<file path="src/nbge_pkg.sv">
// Shared types, widths, constants and helpers of the n-body gravity step core.
`default_nettype none
package nbge_pkg;
    localparam int FRAC_BITS = 16;
    localparam int COEF_FRAC = 24;
    localparam int NUM_SHIFT = 2 * FRAC_BITS - COEF_FRAC;
    localparam int DATA_W = 32;
    localparam int MAG_W = DATA_W + 1;
    localparam int SQ_W = 2 * MAG_W;
    localparam int ROOT_W = SQ_W / 2;
    localparam int MA_W = SQ_W;
    localparam int MB_W = MAG_W;
    localparam int MP_W = MA_W + MB_W;
    localparam int NUM_W = MP_W + NUM_SHIFT;
    localparam int TERM_W = 41;
    localparam int ACC_W = 48;
    localparam int CIDX_W = 2;

    localparam logic [CIDX_W-1:0] REG_GRAV = 2'd0;
    localparam logic [CIDX_W-1:0] REG_DT   = 2'd1;
    localparam logic [CIDX_W-1:0] REG_EPS  = 2'd2;

    localparam logic [DATA_W-1:0] GRAV_RST = 32'd16777216;
    localparam logic [DATA_W-1:0] DT_RST   = 32'd167772;
    localparam logic [DATA_W-1:0] EPS_RST  = 32'd6554;

    typedef struct packed {
        logic signed [DATA_W-1:0] pos_x;
        logic signed [DATA_W-1:0] pos_y;
        logic signed [DATA_W-1:0] vel_x;
        logic signed [DATA_W-1:0] vel_y;
        logic [DATA_W-1:0]        mass;
    } t_body;

    typedef enum logic [4:0] {
        S_IDLE, S_EPS, S_SCAN, S_DIFF, S_MSQX, S_MSQY, S_SQRT, S_MR3, S_MGM,
        S_MNX, S_DX, S_MNY, S_DY, S_ROT, S_AX, S_AY, S_PX, S_PY
    } t_state;

    function automatic logic signed [DATA_W-1:0] sat32(input logic signed [ACC_W-1:0] v);
        logic signed [ACC_W-1:0] hi;
        logic signed [ACC_W-1:0] lo;
        hi = ACC_W'(33'sh0_7FFF_FFFF);
        lo = -ACC_W'(33'sh0_8000_0000);
        if (v > hi) return 32'sh7FFF_FFFF;
        else if (v < lo) return 32'sh8000_0000;
        else return v[DATA_W-1:0];
    endfunction

    function automatic logic [DATA_W-1:0] mag32(input logic signed [DATA_W-1:0] v);
        return v[DATA_W-1] ? DATA_W'(-v) : DATA_W'(v);
    endfunction

    // base + sign * (prod >> COEF_FRAC), saturated
    function automatic logic signed [DATA_W-1:0] advance(
        input logic signed [DATA_W-1:0] base,
        input logic                     neg,
        input logic [2*DATA_W-1:0]      prod
    );
        logic [2*DATA_W-COEF_FRAC-1:0] d;
        logic signed [ACC_W-1:0]       dd;
        d  = prod[2*DATA_W-1:COEF_FRAC];
        dd = signed'(ACC_W'(d));
        return sat32(ACC_W'(base) + (neg ? -dd : dd));
    endfunction
endpackage
`default_nettype wire

</file>
<file path="src/nbge_sqrt.sv">
// Digit-by-digit integer square root, rounded down, one root bit per cycle.
`default_nettype none
module nbge_sqrt (
    input  wire                          i_clk,
    input  wire                          i_rst_n,
    input  wire                          i_start,
    input  wire  [nbge_pkg::SQ_W-1:0]    i_rad,
    output logic                         o_done,
    output logic [nbge_pkg::ROOT_W-1:0]  o_root
);
    import nbge_pkg::*;
    localparam int CW = $clog2(ROOT_W);
    localparam int RW = ROOT_W + 3;

    logic              r_busy;
    logic              r_done;
    logic [CW-1:0]     r_cnt;
    logic [SQ_W-1:0]   r_sh;
    logic [RW-1:0]     r_rem;
    logic [ROOT_W-1:0] r_root;
    logic [RW-1:0]     w_try;
    logic [RW-1:0]     w_trial;
    logic              w_fit;

    assign w_try   = {r_rem[ROOT_W:0], r_sh[SQ_W-1 -: 2]};
    assign w_trial = {1'b0, r_root, 2'b01};
    assign w_fit   = w_try >= w_trial;

    always_ff @(posedge i_clk) begin
        if (!i_rst_n) begin
            r_busy <= 1'b0;
            r_done <= 1'b0;
            r_cnt  <= '0;
        end else begin
            r_done <= 1'b0;
            if (i_start) begin
                r_busy <= 1'b1;
                r_cnt  <= CW'(ROOT_W - 1);
            end else if (r_busy) begin
                r_cnt <= r_cnt - 1'b1;
                if (r_cnt == '0) begin
                    r_busy <= 1'b0;
                    r_done <= 1'b1;
                end
            end
        end
    end

    always_ff @(posedge i_clk) begin
        if (i_start) begin
            r_sh   <= i_rad;
            r_rem  <= '0;
            r_root <= '0;
        end else if (r_busy) begin
            r_sh   <= {r_sh[SQ_W-3:0], 2'b00};
            r_rem  <= w_fit ? (w_try - w_trial) : w_try;
            r_root <= {r_root[ROOT_W-2:0], w_fit};
        end
    end

    assign o_done = r_done;
    assign o_root = r_root;
endmodule
`default_nettype wire

</file>
<file path="config.mk">
export PLATFORM = sky130hd
export DESIGN_NAME = nbge_sqrt
export DESIGN_NICKNAME = d
export VERILOG_FILES = /design/src/nbge_pkg.sv /design/src/nbge_sqrt.sv
export SDC_FILE = /design/constraint.sdc
export NUM_CORES = 1
export LEC_CHECK = 0
export ABC_AREA = 1
export BUFFER_PORTS_ARGS = -buffer_cell sky130_fd_sc_hd__buf_2
export CORE_UTILIZATION = 48
export CTS_CLUSTER_SIZE = 40
export DETAILED_ROUTE_END_ITERATION = 8
export PLACE_DENSITY = 0.8
export SYNTH_ARGS = -nofsm -noshare
export SYNTH_HDL_FRONTEND = slang
export SYNTH_SLANG_ARGS = --single-unit
</file>
<file path="constraint.sdc">
create_clock -name i_clk -period 10.2 [get_ports i_clk]
set_clock_uncertainty 0.05 [all_clocks]
set_input_delay 1.53 -clock i_clk [delete_from_list [all_inputs] [get_ports i_clk]]
set_output_delay 1.53 -clock i_clk [all_outputs]
set_load 0.005 [all_outputs]
</file>
* After elaboration in Yosys (flattened, before gate mapping)
Cells that the tools add are included.
** Cells by class
- Add/subtract/negate cells :: 2
- $lt $le $gt $ge :: 1
- Reductions and logical operators :: 4
- Muxes and demuxes :: 9
- Bitwise gates (word level) :: 2
** Operators with widths (number)
- 2-to-1 mux 66 bit :: 2
- greater-or-equal comparator 36 x 35 -> 1 bit :: 1
- 2-to-1 mux 34 bit :: 1
- subtractor 34 bit :: 1
- 2-to-1 mux 6 bit :: 2
- zero test 6 bit :: 1
- subtractor 6 x 1 -> 6 bit (second input constant) :: 1
- 2-to-1 mux 1 bit :: 4
- OR reduction 3 bit :: 1
- inverter 1 bit :: 2
- nonzero test 2 bit :: 1
- OR reduction 2 bit :: 1
** Storage, ports and cells
- Output and inout port bits :: 34
- Bits of input ports :: 69
- Register bits :: 141
- Word-level logic and storage cells :: 25

* Longest topological paths before layout
- Depth in word-level cells :: 4
- Gate-level depth with buffers :: 17
- Depth with buffers taken out :: 16

* Least setup slack after synthesis
Ideal clock, no wire load.
- Path type :: input port to flip-flop
- From :: input i_start
- To :: register r_sh[0] (enable)
- Arrival :: 3.996 ns
- Required time :: 9.694 ns
- Setup time :: 0.456 ns
- Path slack :: 5.697 ns
- Path buffers :: 2
- Stages on the path :: 4
- Path through :: clkbuf_1 -> nor2_1 -> clkinv_1 -> clkbuf_1
** On the way
- Longest elaborated chain between the ends :: 1
** RTL lines
- start: declaration :: line nbge_sqrt.sv:6 : input wire i_start,
- nonzero test 2 bit (no source line)
- end signal: assignment :: line nbge_sqrt.sv:51 : r_sh <= i_rad;
- end signal: assignment :: line nbge_sqrt.sv:55 : r_sh <= {r_sh[SQ_W-3:0], 2'b00};
- end: declaration :: line nbge_sqrt.sv:18 : logic [SQ_W-1:0] r_sh;
Every way passes these cells.
A chain may end at the register's enable or synchronous reset.

* Worst setup path in the final report
- From :: input i_start
- To :: register r_sh[26] (enable)
Same word-level chain as after synthesis.

==> run metrics <==
status completed; clock latency on the worst-skew pair 0.42 ns; count of input and output buffers 102; Syn Nets 1281; crit path launch type primary input; slowest CP cell buf_4; commonest non-fill, non-tap cells in the layout 526 x nand2_1, 137 x inv_1, 102 x buf_2; drc violations 0; RSZ-0062 raised after global routing no; Clock Sink Count 141; detailed router's first-iteration violation count 421; crit path cell chain buf_2 > buf_4 > nor2_2 > buf_4 > clkinv_2 > buf_4; Avg Vias per Cell 5.08; FF+latch count, synth 141; total iterations of the first detailed-routing run 5; synthesized cell area 8300 sq um; Final HPWL DP 14400 um; f_max 282 MHz; multi-input logic area 4120 sq um; sequential fraction of the synthesis area 42.0%; critical path class primary input to register; non-filler cells, final 1499; final slew viol count 0; vias in the first global route 7324; WHS 0.428 ns; Period minus WS final 3.55 ns; most common cell after layout, fill and taps aside nand2_1; pin count of the biggest net entering global routing 101; crit path DAT 3.53 ns; period utilisation layout 34.8%; Root Buffer clkbuf_16; initial antenna violation count 0; die extent in y 133 um; remaining antenna violation count 0; first-pass GRT wire length 33800 um; setup violators final 0; worst-path fanout max 100; # H-tree levels 4; worst relative slew slack 18.5%; die area 17800 sq um; setup TNS 0 ns; Final #Nets 1373; Synth Instances 1175; global-route congestion overflow total 0; CTS tree yes; flop2flop setup slack 7.13 ns; area occupied by registers 3480 sq um; synth unique cells 38; Core Region 16800 sq um; worst path required time 10.18 ns; Final Hold Fails 0; post-CTS setup repair buffer count 0; max_cap viols 0; CTS clk-pin slew, worst paths 0.06 ns; Worst R2R Start o_root[23]; post_cts resized 0; syn avg cell area 7.06 sq um; clock buffer depth 2; Setup crit start i_start; IO Count 103; ant diodes 0; Tightest Pin Transition 1.22 ns; GP Congestion 0.930; Die Width 133 um; Worst path most repeated cell buf_4; FILL cells 1595; crit end category register; all-layer global routing usage 23.7%; Final Util 56.8%; crit-path max cell delay 0.87 ns; hold_sp r_rem[27]; dpl cells 1468; # hold bufs at CTS 0; Avg WL per Cell 13.4 um; YS warnings 0; vias 7620; Hold WC Path Type register to register; total wire length 20000 um; CTS buffer count 17; share of cells above drive strength 1 13.1%; Area Overhead vs Synth 14.7%; initial cell density of the core 49.5%; Core Rows 47
synthesized netlist by cell type:
library cell  number  area share (%)
inv_2              2           0.090
a21boi_4           1            0.23
o22ai_1           32             2.4
buf_1              2           0.090
buf_2              1           0.060
nand4_4            1            0.26
clkbuf_1          25             1.1
a31oi_1            1           0.075
nand3b_1           4            0.36
o21ai_0            9            0.54
nor2_2             5            0.38
nand4_1           10            0.75
o211ai_1           1           0.090
or2_0              1           0.075
or3_1              1           0.075
nand2_2            7            0.53
buf_6              6            0.81
ha_1              37             5.6
edfxtp_1          66              24
a21o_1             1           0.090
nor3_1             6            0.36
nand3_2            3            0.36
nor2_4             5            0.68
dfxtp_1           75              18
a21oi_2            3            0.32
nand2_1          526              24
nor2_1            72             3.3
a211oi_1           1           0.090
inv_1            137             6.2
clkinv_1           1           0.045
nand3_1           70             4.2
o211a_1            1            0.12
o21bai_1           7            0.63
xor2_1            13             1.4
nand3_4            1            0.21
xnor2_1            6            0.63
a21oi_1           27             1.6
o21ai_1            8            0.48
sequential cells by signal, summed over array words and instances, names as in the netlist:
signal and cells:
r_cnt 6, o_root 33, r_sh 66, r_rem 34, r_busy 1, o_done 1
area by class of cell:
cell class	instances	share of cell area (%)
Multi-Input combinational cell	860	43.3
Inverter	140	5.54
Clock buffer	17	4.47
Timing Repair Buffer	107	5.76
Clock inverter	14	1.42
Tap cell	220	2.89
Sequential cell	141	36.6
worst paths after layout:
path	end	cells after the start
setup / recovery	r_sh[26]	6
hold / removal	r_rem[27]	2
setup reg to reg	o_root[0]	10
hold reg to reg	r_rem[27]	2
per-stage QoR:
stage	instance area [sq um]	setup slack (ns)
after floorplan	8300	5.70
after global placement	8950	6.30
after detailed placement	8950	6.27
after CTS	9520	6.66
after global routing	9520	6.53
final	9520	6.65
critical path, delay by kind of cell:
kind	cells	cell delay [ns]
buffers and inverters	5	1.82
and+or+nand+nor	1	0.06
per-layer routing:
layer | track usage (%) | share of wire, % | wire, um
met1 | 30.9 | 46 | 9270
met2 | 38.9 | 47 | 9330
met3 | 4.49 | 5.3 | 1050
met4 | 9.28 | 1.8 | 358
met5 | 0 | 0 | 0
kinds of logic after synthesis:
| family | share of synthesized area, % |
|---|---|
| AOI/OAI and AO/OA | 6.71 |
| and+or+nand+nor | 35.3 |
| adders and majority gates | 5.58 |
| buffers and inverters | 8.43 |
| DFF | 42.0 |
| xor gates and xnor gates | 2.01 |
Power is left out: the tool's default activity adds up to more than one toggle a clock period on the data nets, which glitch-free logic cannot reach.
