## src/nbge_pkg.sv

```systemverilog
// Shared types, widths, constants and helpers of the n-body gravity step core.
`default_nettype none
package nbge_pkg;
    localparam int FRAC_BITS = 16;
    localparam int COEF_FRAC = 24;
    localparam int NUM_SHIFT = 2 * FRAC_BITS - COEF_FRAC;
    localparam int DATA_W = 32;
    localparam int MAG_W = DATA_W + 1;
    localparam int SQ_W = 2 * MAG_W;
    localparam int ROOT_W = SQ_W / 2;
    localparam int MA_W = SQ_W;
    localparam int MB_W = MAG_W;
    localparam int MP_W = MA_W + MB_W;
    localparam int NUM_W = MP_W + NUM_SHIFT;
    localparam int TERM_W = 41;
    localparam int ACC_W = 48;
    localparam int CIDX_W = 2;

    localparam logic [CIDX_W-1:0] REG_GRAV = 2'd0;
    localparam logic [CIDX_W-1:0] REG_DT   = 2'd1;
    localparam logic [CIDX_W-1:0] REG_EPS  = 2'd2;

    localparam logic [DATA_W-1:0] GRAV_RST = 32'd16777216;
    localparam logic [DATA_W-1:0] DT_RST   = 32'd167772;
    localparam logic [DATA_W-1:0] EPS_RST  = 32'd6554;

    typedef struct packed {
        logic signed [DATA_W-1:0] pos_x;
        logic signed [DATA_W-1:0] pos_y;
        logic signed [DATA_W-1:0] vel_x;
        logic signed [DATA_W-1:0] vel_y;
        logic [DATA_W-1:0]        mass;
    } t_body;

    typedef enum logic [4:0] {
        S_IDLE, S_EPS, S_SCAN, S_DIFF, S_MSQX, S_MSQY, S_SQRT, S_MR3, S_MGM,
        S_MNX, S_DX, S_MNY, S_DY, S_ROT, S_AX, S_AY, S_PX, S_PY
    } t_state;

    function automatic logic signed [DATA_W-1:0] sat32(input logic signed [ACC_W-1:0] v);
        logic signed [ACC_W-1:0] hi;
        logic signed [ACC_W-1:0] lo;
        hi = ACC_W'(33'sh0_7FFF_FFFF);
        lo = -ACC_W'(33'sh0_8000_0000);
        if (v > hi) return 32'sh7FFF_FFFF;
        else if (v < lo) return 32'sh8000_0000;
        else return v[DATA_W-1:0];
    endfunction

    function automatic logic [DATA_W-1:0] mag32(input logic signed [DATA_W-1:0] v);
        return v[DATA_W-1] ? DATA_W'(-v) : DATA_W'(v);
    endfunction

    // base + sign * (prod >> COEF_FRAC), saturated
    function automatic logic signed [DATA_W-1:0] advance(
        input logic signed [DATA_W-1:0] base,
        input logic                     neg,
        input logic [2*DATA_W-1:0]      prod
    );
        logic [2*DATA_W-COEF_FRAC-1:0] d;
        logic signed [ACC_W-1:0]       dd;
        d  = prod[2*DATA_W-1:COEF_FRAC];
        dd = signed'(ACC_W'(d));
        return sat32(ACC_W'(base) + (neg ? -dd : dd));
    endfunction
endpackage
`default_nettype wire

```

## src/nbge_mul.sv

```systemverilog
// Bit-serial shift-add multiplier, one multiplier bit per cycle.
`default_nettype none
module nbge_mul (
    input  wire                        i_clk,
    input  wire                        i_rst_n,
    input  wire                        i_start,
    input  wire  [nbge_pkg::MA_W-1:0]  i_a,
    input  wire  [nbge_pkg::MB_W-1:0]  i_b,
    output logic                       o_done,
    output logic [nbge_pkg::MP_W-1:0]  o_prod
);
    import nbge_pkg::*;
    localparam int CW = $clog2(MB_W);

    logic            r_busy;
    logic            r_done;
    logic [CW-1:0]   r_cnt;
    logic [MA_W-1:0] r_a;
    logic [MB_W-1:0] r_b;
    logic [MP_W-1:0] r_acc;

    always_ff @(posedge i_clk) begin
        if (!i_rst_n) begin
            r_busy <= 1'b0;
            r_done <= 1'b0;
            r_cnt  <= '0;
        end else begin
            r_done <= 1'b0;
            if (i_start) begin
                r_busy <= 1'b1;
                r_cnt  <= CW'(MB_W - 1);
            end else if (r_busy) begin
                r_cnt <= r_cnt - 1'b1;
                if (r_cnt == '0) begin
                    r_busy <= 1'b0;
                    r_done <= 1'b1;
                end
            end
        end
    end

    always_ff @(posedge i_clk) begin
        if (i_start) begin
            r_a   <= i_a;
            r_b   <= i_b;
            r_acc <= '0;
        end else if (r_busy) begin
            r_acc <= {r_acc[MP_W-2:0], 1'b0} + (r_b[MB_W-1] ? MP_W'(r_a) : '0);
            r_b   <= {r_b[MB_W-2:0], 1'b0};
        end
    end

    assign o_done = r_done;
    assign o_prod = r_acc;
endmodule
`default_nettype wire

```

## config.mk

```make
export PLATFORM = sky130hd
export DESIGN_NAME = nbge_mul
export DESIGN_NICKNAME = d
export VERILOG_FILES = /design/src/nbge_pkg.sv /design/src/nbge_mul.sv
export SDC_FILE = /design/constraint.sdc
export NUM_CORES = 1
export LEC_CHECK = 0
export BUFFER_PORTS_ARGS = -buffer_cell sky130_fd_sc_hd__clkbuf_2
export CAP_MARGIN = 10
export CORE_AREA = 5 5 142 171
export CTS_CLUSTER_SIZE = 14
export DETAILED_ROUTE_END_ITERATION = 8
export DIE_AREA = 0 0 147 176
export PLACE_DENSITY = 0.85
export SYNTH_ARGS = -nofsm -noshare
export SYNTH_HDL_FRONTEND = slang
export SYNTH_SLANG_ARGS = --single-unit
```

## constraint.sdc

```tcl
create_clock -name i_clk -period 12.4 [get_ports i_clk]
set_input_delay 1.24 -clock i_clk [delete_from_list [all_inputs] [get_ports i_clk]]
set_output_delay 1.24 -clock i_clk [all_outputs]
set_load 0.1 [all_outputs]
```

; ---- Word-level counts from Yosys, hierarchy flattened
; Index checks and enable logic that the tools add are counted.
[word_totals]
regBits = 206
inputBits = 102
output_inout_bits = 100
elab_cells = 24
[classes]
addsub = 2
n_mux = 9
bitwise = 2
reduce_logical = 4
[op_table]
columns = op, n
row1 = $add 99x66->99, 1
row2 = $mux 33, 2
row3 = $mux 66, 1
row4 = $mux 6, 2
row5 = $logic_not 6->1, 1
row6 = $sub 6x1->6 const B, 1
row7 = $mux 1, 4
row8 = $reduce_or 3->1, 1
row9 = $not 1->1, 2
row10 = $reduce_bool 2->1, 1
row11 = $reduce_or 2->1, 1

; ---- Logic depth before layout (Yosys ltp)
[logic_depth]
ltp_word = 4
ltp_mapped = 16
mapped_depth_nobuf = 14

; ---- Worst setup path after synthesis
; No wires, ideal clock.
[synth_path]
path_kind = register -> register
startpoint = reg r_acc[0], in the netlist o_prod[0]
endpoint = reg r_acc[59], in the netlist o_prod[59]
setup_time_ns = 0.074
t_arrival_ns = 3.988
slack_ns = 8.338
path_stages_with_launch = 14
path_buffers = 0
cell_sequence = dfxtp_1 > ha_1 > inv_1 > fa_1 > nand2b_1 > a21o_1 > a211oi_1 > o21ai_0 > a2111oi_0 > o311ai_0 > o41ai_1 > a221oi_1 > xor2_1 > o21ai_0
[synth_between]
elab_chain_cells = 1
[synth_rtl]
columns = item, line
row1 = from (decl), nbge_mul.sv:20  ; logic [MP_W-1:0] r_acc;
row2 = from (signal assigned), nbge_mul.sv:48  ; r_acc <= {r_acc[MP_W-2:0], 1'b0} + (r_b[MB_W-1] ? MP_W'(r_a) : '0);
row3 = $add 99x66->99, nbge_mul.sv:48
; No other way between the ends.
; A chain may end at the register's enable or synchronous reset.

; ---- Worst setup path after layout
[layout_path]
startpoint = reg r_b[32]
endpoint = reg r_acc[59], in the netlist o_prod[59]
[layout_between]
elab_chain_cells = 2
[layout_rtl]
columns = item, line
row1 = from (decl), nbge_mul.sv:19  ; logic [MB_W-1:0] r_b;
row2 = from (signal assigned), nbge_mul.sv:45  ; r_b <= i_b;
row3 = from (signal assigned), nbge_mul.sv:49  ; r_b <= {r_b[MB_W-2:0], 1'b0};
row4 = $mux 66, nbge_mul.sv:48
row5 = $add 99x66->99, nbge_mul.sv:48
; No other way between the ends.

==> results.sh <==
export IMPL_yosys_warnings=0
export IMPL_grt_use_total=0.2397
export IMPL_crit_fanout=66
export IMPL_period_share=0.3729
export IMPL_cts_buffer_depth=3
export IMPL_postLayoutCellArea_sq_um=13940
export IMPL_pin_count=202
export IMPL_status="finished clean"
export IMPL_worst_hold_slack_ps=477.2
export IMPL_wl_per_cell_um=18.24
export IMPL_vias_per_cell=5.906
export IMPL_required_ps=12850
export IMPL_fp_dieW_um=147
export IMPL_cts_hold_buf=0
export IMPL_setup_viol=0
export IMPL_p_leak_nw=5.758
export IMPL_slew_viol_final=0
export IMPL_synthTopCellsByArea="edfxtp_1 (25%), dfxtp_1 (18%), ha_1 (7.0%)"
export IMPL_overflow=0
export IMPL_yosys_register_bits=206
export IMPL_post_cts_buffers=0
export IMPL_crit_arrival_ps=5070
export IMPL_rsz0062_at_grt="no"
export IMPL_start_util=0.5397
export IMPL_area_growth_pct=15.81
export IMPL_syn_avg_cell_area_sq_um=9.350
export IMPL_nNetsFinal=1621
export IMPL_multi_input_area_sq_um=6538
export IMPL_ant_nets=0
export IMPL_wl_met3_um=2166
export IMPL_final_fill_count=1814
export IMPL_root_buffer="clkbuf_16"
export IMPL_gp_congestion=0.9370
export IMPL_cts_buffers=22
export IMPL_drive_gt1_frac=0.1977
export IMPL_design_core_area_sq_um=22300
export IMPL_placed_area_sq_um=13190
export IMPL_yosys_area_top_type="edfxtp_1"
export IMPL_worst_skew_pair_late_latency_ps=520
export IMPL_first_pass_iters=5
export IMPL_fin_tns_setup_ps=0
export IMPL_wl_met1_um=12960
export IMPL_synth_area_sq_um=12030
export IMPL_grt_max_degree=67
export IMPL_antenna_found_initial=0
export IMPL_regArea_sq_um=5119
export IMPL_drc=0
export IMPL_cap_viol_max_count=0
export IMPL_clk_pin_slew_worst_paths_ps=70
export IMPL_fin_crit_ps=4624
export IMPL_critPathKind="flop to flop"
export IMPL_worstSetupStartpoint="r_b[32]"
export IMPL_async_flop_share=0
export IMPL_rows=60
export IMPL_grt_pass1_wl_um=52190
export IMPL_grt_pass1_vias=10410
export IMPL_drtIter0Drc=843
export IMPL_hold_violations=0
export IMPL_max_freq_ghz=0.2162
export IMPL_fin_skew_ps=14.15
export IMPL_cts_htree_levels=1
export IMPL_cts_tree="built"
export IMPL_met2_wirelength_um=15330
export IMPL_hold_path_startpoint="r_cnt[0]"
export IMPL_slew_limit_headroom=0.3413
export IMPL_startpoint_type="flop"
export IMPL_cts_sinks=206
export IMPL_ys_types=72
export IMPL_synth_main_ff_cell="dfxtp_1"
export IMPL_peakVddDrop_mv=0.1231
export IMPL_cts_resized=0
export IMPL_min_path_type="flop to flop"
export IMPL_tightest_slew_ps=984.4
export IMPL_crit_path_end_kind="flop"
export IMPL_fp_dieH_um=176
export IMPL_synth_yosys_seq_area_share=0.4250
export IMPL_via_count=10310
export IMPL_synth_top_area_share=0.2470
export IMPL_diodes=0
export IMPL_dieArea_sq_um=25870
export IMPL_power_density_nw_per_um2=141.0
export IMPL_top_layer="met4"
export IMPL_portBuffers=201
export IMPL_place_hpwl_um=23380
export IMPL_synthCells=1287
export IMPL_reg2reg_from="r_b[32]"
export IMPL_synth_edff_count=99
export IMPL_synth_nets=1457
export IMPL_routed_wl_um=31850
[worst max-delay path: stages, from the launching register on]
cell and delay (ps):
edfxtp_1 320, buf_4 440, and2_1 220, ha_1 200, inv_1 60, fa_1 390
nand2b_1 180, a21o_1 190, a211oi_1 260, o21ai_0 160, a2111oi_0 600, o311ai_0 410
o41ai_1 600, a221oi_1 210, xor2_1 170, o21ai_0 140
[cells in the final DEF, fill, tap and decap left out, drive strengths merged, types with 6 or more instances in the layout]
cell    synthesis  final
a211oi         26     26
a21o           29     29
a21oi          85     85
a31oi           8      8
and2           73     73
and3            8      8
buf            10      9
clkbuf         59    232
dfxtp         107    107
edfxtp         99     99
ha             67     67
inv            31     31
mux2           32     32
mux2i          31     31
nand2         114    114
nand2b          7      7
nand3          33     33
nand4          34     34
nor2          112    112
nor2b           7      7
nor3           22     22
o211ai         12     12
o21a            8      8
o21ai          88     88
o21bai         13     13
o31ai           7      7
or3            10     10
or4             6      6
xnor2          35     35
xor2           46     46
[metrics by stage]
| step | worst slack [ps] | utilization | power (mW) | cells |
|---|---|---|---|---|
| after floorplan | 8338 | - | 1.191 | 1287 |
| after global placement | 8052 | 0.5918 | 1.289 | 1706 |
| after detailed placement | 7826 | 0.5918 | 1.298 | 1706 |
| after CTS | 7789 | 0.6251 | 1.977 | 1746 |
| after global routing | 7328 | 0.6251 | 2.048 | 1746 |
| final | 7776 | 0.6251 | 1.966 | 1746 |
[area by class of cell]
type | count | area share
Multi-Input combinational cell | 981 | 0.4691
Sequential cell | 206 | 0.3673
Timing Repair Buffer | 209 | 0.07694
Clock buffer | 32 | 0.04435
Tap cell | 279 | 0.02505
Clock inverter | 8 | 0.008977
Inverter | 31 | 0.008349
[cell families (layout without fill, tap and decap cells)]
group	count (synthesis)	after routing	share of synthesized area
mux	63	63	0.05573
buf+inv	100	280	0.03254
flops	206	206	0.4250
fa+ha+maj	68	68	0.07132
xor+xnor	81	81	0.05895
compound gates	323	323	0.1741
simple gates	446	446	0.1824
[layer usage]
layer  global-route usage  vias up
met2               0.4130      425
li1                     -     5018
met5                    0        -
met4               0.1014        0
met3              0.04313       92
met1               0.2965     4777
[state kept, by name, summed over array words and instances (netlist names)]
signal  count
o_prod     99
r_a        66
r_b        33
r_cnt       6
o_done      1
r_busy      1
[Yosys cell counts, types with 3 or more instances]
master,count
o21ai_2,3
o211ai_1,12
and3_1,8
a221o_1,4
o21ai_0,83
and2_1,73
nor2_1,112
or3_1,10
xor2_1,46
a21o_1,29
o31ai_1,7
nand2b_1,7
or4_1,6
a31oi_1,8
clkbuf_2,3
nor2b_1,7
mux2_2,32
clkbuf_1,56
nand2_1,114
a211o_1,3
o41ai_1,3
xnor2_1,35
buf_1,6
o2111ai_1,5
or2_2,4
buf_4,3
nor3_1,22
a221oi_1,3
edfxtp_1,99
dfxtp_1,107
nand3b_1,3
nand3_1,33
a311oi_1,4
mux2i_1,31
a211oi_1,25
a21oi_1,85
and4_1,3
ha_1,67
nand4_1,34
o21bai_1,13
inv_1,31
o21a_1,8
nor4_1,3
[power by group]
| part | internal (mW) | switching (mW) | total (mW) |
|---|---|---|---|
| registers | 0.771 | 0.0363 | 0.808 |
| clock network | 0.409 | 0.269 | 0.677 |
| logic | 0.133 | 0.348 | 0.481 |
| total | 1.31 | 0.653 | 1.97 |
[worst paths after layout]
kind | end | slack [ps] | cells past startpoint
max | o_prod[59] | 7780 | 15
min reg2reg | r_cnt[0] | 480 | 2
min | r_cnt[0] | 480 | 2
max reg2reg | o_prod[59] | 7780 | 15
(Power assumes the default switching activity.)
