`src/nbge_pkg.sv`:
```
// Shared types, widths, constants and helpers of the n-body gravity step core.
`default_nettype none
package nbge_pkg;
    localparam int FRAC_BITS = 16;
    localparam int COEF_FRAC = 24;
    localparam int NUM_SHIFT = 2 * FRAC_BITS - COEF_FRAC;
    localparam int DATA_W = 32;
    localparam int MAG_W = DATA_W + 1;
    localparam int SQ_W = 2 * MAG_W;
    localparam int ROOT_W = SQ_W / 2;
    localparam int MA_W = SQ_W;
    localparam int MB_W = MAG_W;
    localparam int MP_W = MA_W + MB_W;
    localparam int NUM_W = MP_W + NUM_SHIFT;
    localparam int TERM_W = 41;
    localparam int ACC_W = 48;
    localparam int CIDX_W = 2;

    localparam logic [CIDX_W-1:0] REG_GRAV = 2'd0;
    localparam logic [CIDX_W-1:0] REG_DT   = 2'd1;
    localparam logic [CIDX_W-1:0] REG_EPS  = 2'd2;

    localparam logic [DATA_W-1:0] GRAV_RST = 32'd16777216;
    localparam logic [DATA_W-1:0] DT_RST   = 32'd167772;
    localparam logic [DATA_W-1:0] EPS_RST  = 32'd6554;

    typedef struct packed {
        logic signed [DATA_W-1:0] pos_x;
        logic signed [DATA_W-1:0] pos_y;
        logic signed [DATA_W-1:0] vel_x;
        logic signed [DATA_W-1:0] vel_y;
        logic [DATA_W-1:0]        mass;
    } t_body;

    typedef enum logic [4:0] {
        S_IDLE, S_EPS, S_SCAN, S_DIFF, S_MSQX, S_MSQY, S_SQRT, S_MR3, S_MGM,
        S_MNX, S_DX, S_MNY, S_DY, S_ROT, S_AX, S_AY, S_PX, S_PY
    } t_state;

    function automatic logic signed [DATA_W-1:0] sat32(input logic signed [ACC_W-1:0] v);
        logic signed [ACC_W-1:0] hi;
        logic signed [ACC_W-1:0] lo;
        hi = ACC_W'(33'sh0_7FFF_FFFF);
        lo = -ACC_W'(33'sh0_8000_0000);
        if (v > hi) return 32'sh7FFF_FFFF;
        else if (v < lo) return 32'sh8000_0000;
        else return v[DATA_W-1:0];
    endfunction

    function automatic logic [DATA_W-1:0] mag32(input logic signed [DATA_W-1:0] v);
        return v[DATA_W-1] ? DATA_W'(-v) : DATA_W'(v);
    endfunction

    // base + sign * (prod >> COEF_FRAC), saturated
    function automatic logic signed [DATA_W-1:0] advance(
        input logic signed [DATA_W-1:0] base,
        input logic                     neg,
        input logic [2*DATA_W-1:0]      prod
    );
        logic [2*DATA_W-COEF_FRAC-1:0] d;
        logic signed [ACC_W-1:0]       dd;
        d  = prod[2*DATA_W-1:COEF_FRAC];
        dd = signed'(ACC_W'(d));
        return sat32(ACC_W'(base) + (neg ? -dd : dd));
    endfunction
endpackage
`default_nettype wire

```
`src/nbge_div.sv`:
```
// Restoring divider, one quotient bit per cycle, quotient clamped to 2^40.
`default_nettype none
module nbge_div (
    input  wire                          i_clk,
    input  wire                          i_rst_n,
    input  wire                          i_start,
    input  wire  [nbge_pkg::NUM_W-1:0]   i_num,
    input  wire  [nbge_pkg::MP_W-1:0]    i_den,
    output logic                         o_done,
    output logic [nbge_pkg::TERM_W-1:0]  o_quo
);
    import nbge_pkg::*;
    localparam int CW = $clog2(NUM_W);
    localparam logic [TERM_W-1:0] TERM_LIM = TERM_W'(1) << (TERM_W - 1);

    logic             r_busy;
    logic             r_done;
    logic [CW-1:0]    r_cnt;
    logic [NUM_W-1:0] r_n;
    logic [NUM_W-1:0] r_q;
    logic [MP_W-1:0]  r_d;
    logic [MP_W-1:0]  r_rem;
    logic [MP_W:0]    w_try;
    logic             w_fit;
    logic [MP_W:0]    w_sub;

    assign w_try = {r_rem, r_n[NUM_W-1]};
    assign w_fit = w_try >= {1'b0, r_d};
    assign w_sub = w_try - {1'b0, r_d};

    always_ff @(posedge i_clk) begin
        if (!i_rst_n) begin
            r_busy <= 1'b0;
            r_done <= 1'b0;
            r_cnt  <= '0;
        end else begin
            r_done <= 1'b0;
            if (i_start) begin
                r_busy <= 1'b1;
                r_cnt  <= CW'(NUM_W - 1);
            end else if (r_busy) begin
                r_cnt <= r_cnt - 1'b1;
                if (r_cnt == '0) begin
                    r_busy <= 1'b0;
                    r_done <= 1'b1;
                end
            end
        end
    end

    always_ff @(posedge i_clk) begin
        if (i_start) begin
            r_n   <= i_num;
            r_d   <= i_den;
            r_q   <= '0;
            r_rem <= '0;
        end else if (r_busy) begin
            r_n   <= {r_n[NUM_W-2:0], 1'b0};
            r_rem <= w_fit ? w_sub[MP_W-1:0] : w_try[MP_W-1:0];
            r_q   <= {r_q[NUM_W-2:0], w_fit};
        end
    end

    assign o_done = r_done;
    assign o_quo  = ((|r_q[NUM_W-1:TERM_W]) || (r_q[TERM_W-1:0] > TERM_LIM)) ?
                    TERM_LIM : r_q[TERM_W-1:0];
endmodule
`default_nettype wire

```
`config.mk`:
```
export PLATFORM = sky130hd
export DESIGN_NAME = nbge_div
export DESIGN_NICKNAME = d
export VERILOG_FILES = /design/src/nbge_pkg.sv /design/src/nbge_div.sv
export SDC_FILE = /design/constraint.sdc
export NUM_CORES = 1
export LEC_CHECK = 0
export ABC_CLOCK_PERIOD_IN_PS = 5500
export BUFFER_PORTS_ARGS = -buffer_cell sky130_fd_sc_hd__clkbuf_2
export CORE_MARGIN = 3
export CORE_UTILIZATION = 25
export DETAILED_ROUTE_END_ITERATION = 12
export SLEW_MARGIN = 5
export SYNTH_ARGS = -nofsm -noshare
export SYNTH_HDL_FRONTEND = slang
export SYNTH_SLANG_ARGS = --single-unit
```
`constraint.sdc`:
```
create_clock -name i_clk -period 5.5 [get_ports i_clk]
set_input_delay 0.825 -clock i_clk [delete_from_list [all_inputs] [get_ports i_clk]]
set_output_delay 0.825 -clock i_clk [all_outputs]
set_load 0.01 [all_outputs]
```
# Word-level counts from Yosys, hierarchy flattened
# Cells that the tools add are included.
dict set report word_totals {
  output_inout_bits 42
  inputBits 209
  regBits 421
}
dict set report classes {
  n_mux 10
  n_addsub 2
  n_reduce_logical 6
  n_bitwise 2
  magnitude_cmp 2
}
# op n
set op_table {}
lappend op_table {{$mux 107} 2}
lappend op_table {{$ge 100x99->1} 1}
lappend op_table {{$mux 99} 1}
lappend op_table {{$sub 99x99->99} 1}
lappend op_table {{$reduce_or 66->1} 1}
lappend op_table {{$gt 41x41->1 const B} 1}
lappend op_table {{$mux 41} 1}
lappend op_table {{$mux 7} 2}
lappend op_table {{$logic_not 7->1} 1}
lappend op_table {{$sub 7x1->7 const B} 1}
lappend op_table {{$mux 1} 4}
lappend op_table {{$reduce_or 3->1} 1}
lappend op_table {{$not 1->1} 2}
lappend op_table {{$reduce_bool 2->1} 1}
lappend op_table {{$reduce_or 2->1} 1}
lappend op_table {{$logic_or 1x1->1} 1}

# Depth between registers and ports, before layout
dict set report depth {
  ltp_word 4
  mapped_depth 16
  depth_no_buf 14
}

# Least setup slack after synthesis
# No wires, ideal clock.
dict set report synth_timing {
  path_type {input to register}
  startpoint {in i_start}
  endpoint {reg r_n[0] (enable)}
  arrival_time_ns 3.081
  path_buffers 2
  setup_ns 0.972
  slack_ns 1.447
  stages 4
  path_cell_list {clkbuf_1 inv_1 clkbuf_1 nand2_1}
}
dict set report synth_via {
  elab_chain_cells 1
}
# element line_no
set synth_lines {}
lappend synth_lines {{from (decl)} nbge_div.sv:6} ;# input wire i_start,
lappend synth_lines {{$reduce_bool 2->1 (no source line)} -}
lappend synth_lines {{to (signal assigned)} nbge_div.sv:53} ;# r_n <= i_num;
lappend synth_lines {{to (signal assigned)} nbge_div.sv:58} ;# r_n <= {r_n[NUM_W-2:0], 1'b0};
lappend synth_lines {{to (decl)} nbge_div.sv:19} ;# logic [NUM_W-1:0] r_n;
# Every way passes these cells.
# A chain may end at the register's enable or synchronous reset.

# Worst setup path in the final report
dict set report layout_timing {
  startpoint {reg r_n[106]}
  endpoint {reg r_rem[98]}
}
dict set report layout_via {
  elab_chain_cells 2
  word_cells_on_any_way 3
}
# element line_no
set layout_lines {}
lappend layout_lines {{$sub 99x99->99 / $ge 100x99->1 (equally long branches)} {nbge_div.sv:29, nbge_div.sv:28}}
lappend layout_lines {{$mux 99 (*)} nbge_div.sv:59} ;# r_rem <= w_fit ? w_sub[MP_W-1:0] : w_try[MP_W-1:0];
lappend layout_lines {{to (signal assigned)} nbge_div.sv:59}
lappend layout_lines {{to (decl)} nbge_div.sv:22} ;# logic [MP_W-1:0] r_rem;
# Mark *: on every way between the ends. The rest lies on a longest branch, timed or not.

==> summary.txt <==
Global route
  – Total track usage: 13.0%
  – First-pass GRT wire length: 103000 um
  – Met1 Resource Use GR: 17.4%
  – Grt total ovfl: 0
  – Largest net degree at the start of global routing: 203
  – Initial antenna violation count: 4
  – Vias in the first global route: 18.1k
  – Gr busiest metal: met2
  – Met3 usage: 2.87%
  – Met2 usage: 21.0%

Detailed routing
  – First DRT Iteration DRCs: 1336
  – Pre-Repair DR Iteration Count: 8
  – Total number of vias: 18.6k
  – Post-DRT Antenna Nets: 0
  – WL per Instance: 16.5 um
  – WL final: 64200 um
  – Vias/cell: 4.77
  – DRC violation count after routing: 0

Clocking
  – Clk_lat worst skew: 620 ps
  – Hold buffers post-CTS: 0
  – Post-CTS Setup Repair Bufs: 0
  – H-tree Lvls: 2
  – Clock Pin Slew Worst Setup and Hold Paths: 60 ps
  – Bufs on Longest Clock Path: 3
  – CTS tree: built
  – Root Driver: clkbuf_16
  – Clock Sinks: 421
  – # resized after CTS: 0
  – Clock buffer count from CTS: 50

Pwr
  – Sequential power share: 42.8%
  – Clock power share: 39.4%
  – Internal: 6040 uW
  – LEAKAGE: 0.0111 uW
  – Worst vdd ir: 0.252 mV
  – Switching Fraction: 28.6%
  – Logic pwr share: 17.8%
  – Net switching power figure: 2420 uW
  – Pwr dens: 311 mW/mm2

Place
  – RD Place Congestion: 0.903
  – Port bufs: 250
  – Post-DP HPWL: 46400 um
  – Placed instance area: 0.0256 mm2

Logic synthesis
  – Syn avg cell area: 9.49 um2
  – Dominant synthesized flop cell: dfxtp_1
  – Yosys warns: 0
  – Flops & latches, synth: 421
  – Seq/Total Area, Yosys: 45.2%
  – Mapped Nets: 2754
  – Post-synth EDFFs: 206
  – Synth cell types: 70
  – Post-synth ARST share: 0%
  – Mapped Cells: 2443
  – Netlist Area Pre-Place: 0.0232 mm2

Cells and area
  – Share of cells above drive strength 1: 18.2%
  – # nets final: 2917
  – Final Instance Area: 0.0273 mm2
  – Fill count: 9699
  – P&R area growth vs syn: 17.6%

Critical path
  – Crit path kind: reg -> reg
  – CP max FO: 4
  – Startpoint Class: flop
  – CP Data Arrival Time: 4890 ps
  – CP required: 6010 ps
  – Worst path cell trace: inv_1, ha_1, fa_1, nand2b_1, a21o_1, a311o_1, a21boi_0, o2111ai_1, a2111oi_2, o211ai_1, and2_1, o31ai_2, mux2_2, a211oi_1
  – Critical path's largest stage delay: 550 ps
  – Slowest cell on crit path: a2111oi_2
  – Critical Path End Type: flop

Floorplanning
  – Core ar.: 0.0918 mm2
  – Initial Util: 25.3%
  – Die ar.: 0.0964 mm2
  – I/O pins: 251
  – Die X: 311 um
  – Die Y: 311 um
  – # rows: 111

STA
  – Worst Tran Pin Value: 1150 ps
  – F_max: 228 MHz
  – Hold Violations, Final: 0
  – Setup TNS: 0 ps
  – Final period utilization: 79.7%
  – Final setup violation count: 0
  – Relative slew slack: 23.3%
  – Tmin final: 4380 ps
  – Clock Skew: 32.1 ps
  – Fin. max-slew vios: 0
  – RSZ-0062 raised after global routing: no

Run status
  – Status: complete, no violations

Hold path
  – Min-delay worst type: in -> reg

Flow run
  – MaxCap Viol Count: 0
sequential cells by signal, summed over array words and instances, names as in the netlist:
signal,flops
r_d,99
r_n,107
r_busy,1
r_q,107
r_rem,99
o_done,1
r_cnt,7
per-layer routing:
layer  wire (um)  share of wire, %  vias up
met1       29400                46     8830
met3        3820               6.0      100
met4        1670               2.6        4
met5          27             0.042        -
met2       29200                46      465
li1            -                 -     9162
Yosys cell counts (10+ instances only):
cell type | instances | area, um2
a211oi_1 | 25 | 188
a21boi_0 | 11 | 82.6
a21o_1 | 67 | 503
a21oi_1 | 169 | 846
a311oi_1 | 69 | 604
a31oi_1 | 22 | 138
and2_1 | 51 | 319
and3_1 | 17 | 106
buf_1 | 17 | 63.8
buf_2 | 18 | 90.1
clkbuf_1 | 117 | 439
dfxtp_1 | 215 | 4300
edfxtp_1 | 206 | 6190
ha_1 | 101 | 1260
inv_1 | 140 | 526
mux2_2 | 110 | 1240
mux2i_1 | 107 | 1070
nand2_1 | 232 | 871
nand2b_1 | 10 | 62.6
nand3_1 | 33 | 165
nand4_1 | 52 | 325
nor2_1 | 271 | 1020
nor3_1 | 34 | 170
nor4_1 | 35 | 219
o211ai_1 | 17 | 128
o21a_1 | 13 | 97.6
o21ai_0 | 70 | 350
o21bai_1 | 24 | 180
xnor2_1 | 60 | 526
xor2_1 | 24 | 210
stage by stage:
step                      std cells  util [%]  setup WS (ps)  hold slack [ps]  total power [uW]
after global routing           3891      29.7            818              337              8900
after CTS                      3891      29.7           1070              316              8590
after detailed placement       3797      27.9           1140              477              5180
after floorplan                2443         -           1450              458              4760
after global placement         3797      27.9           1300              472              5180
final                          3893      29.7           1120              374              8470
final cells by class:
type                    instances  area (um2)  area share, %
inverters                     140         526           1.93
diodes                          2        5.00         0.0184
well taps                    1243        1560           5.70
multi-input cells            1729       11600           42.5
clock inverters                34         292           1.07
flip-flops and latches        421       10500           38.5
clock buffers                  60        1380           5.07
repair buffers                264        1430           5.24
layout by cell type, fill, tap and decap left out, drive strengths merged, types with 5 or more instances in the layout:
cell type | synthesis | routed
a211oi | 25 | 25
a21boi | 11 | 11
a21o | 67 | 67
a21oi | 170 | 170
a221oi | 8 | 8
a311oi | 69 | 69
a31o | 5 | 5
a31oi | 23 | 23
and2 | 51 | 51
and3 | 17 | 17
and4 | 7 | 7
buf | 36 | 15
clkbuf | 117 | 309
clkinv | 0 | 22
dfxtp | 215 | 215
edfxtp | 206 | 206
ha | 101 | 101
inv | 140 | 147
mux2 | 110 | 110
mux2i | 107 | 107
nand2 | 232 | 232
nand2b | 10 | 10
nand3 | 33 | 33
nand3b | 6 | 6
nand4 | 52 | 52
nor2 | 271 | 271
nor2b | 9 | 9
nor3 | 34 | 34
nor4 | 35 | 35
o2111ai | 5 | 5
o211ai | 17 | 17
o21a | 13 | 13
o21ai | 71 | 71
o21bai | 25 | 25
o31ai | 8 | 8
or2 | 8 | 8
or3 | 9 | 9
xnor2 | 60 | 60
xor2 | 24 | 24
final timing paths:
path | startpoint | endpoint | slack, ps | cells after the start
worst min-delay path | i_den[71] | r_d[71]$_DFFE_PP_ | 370 | 1
worst max-delay path | r_n[106]$_DFFE_PP_ | r_rem[98]$_SDFFE_PP0P_ | 1120 | 14
worst min register to register | r_rem[20]$_SDFFE_PP0P_ | r_rem[20]$_SDFFE_PP0P_ | 490 | 2
worst max register to register | r_n[106]$_DFFE_PP_ | r_rem[98]$_SDFFE_PP0P_ | 1120 | 14
logic make-up (layout without fill, tap and decap cells):
family,after synthesis,count (layout),share of synthesized area (%)
adders and majority gates,102,102,5.54
DFF,421,421,45.2
and+or+nand+nor,785,785,15.6
AOI/OAI and AO/OA,541,541,15.6
buffers and inverters,293,498,4.86
other,0,2,0
muxes,217,217,9.96
xor gates and xnor gates,84,84,3.17
worst max-delay path: cells and delay by family (launching register included):
kind	cells	cell delay, ps
AOI/OAI and AO/OA	8	2480
adders and majority gates	2	610
buffers and inverters	1	50
DFF	1	350
muxes	1	360
and+or+nand+nor	2	430
power groups by stage:
stage | combinational, uW | sequential (uW) | clock (uW)
2_1_floorplan | 1110 | 3660 | 0
6_report | 1500 | 3630 | 3340
5_1_grt | 1670 | 3650 | 3580
3_3_place_gp | 1490 | 3690 | 0
3_5_place_dp | 1490 | 3690 | 0
4_1_cts | 1500 | 3630 | 3460
Note: power is estimated with default switching activity, not from simulation.
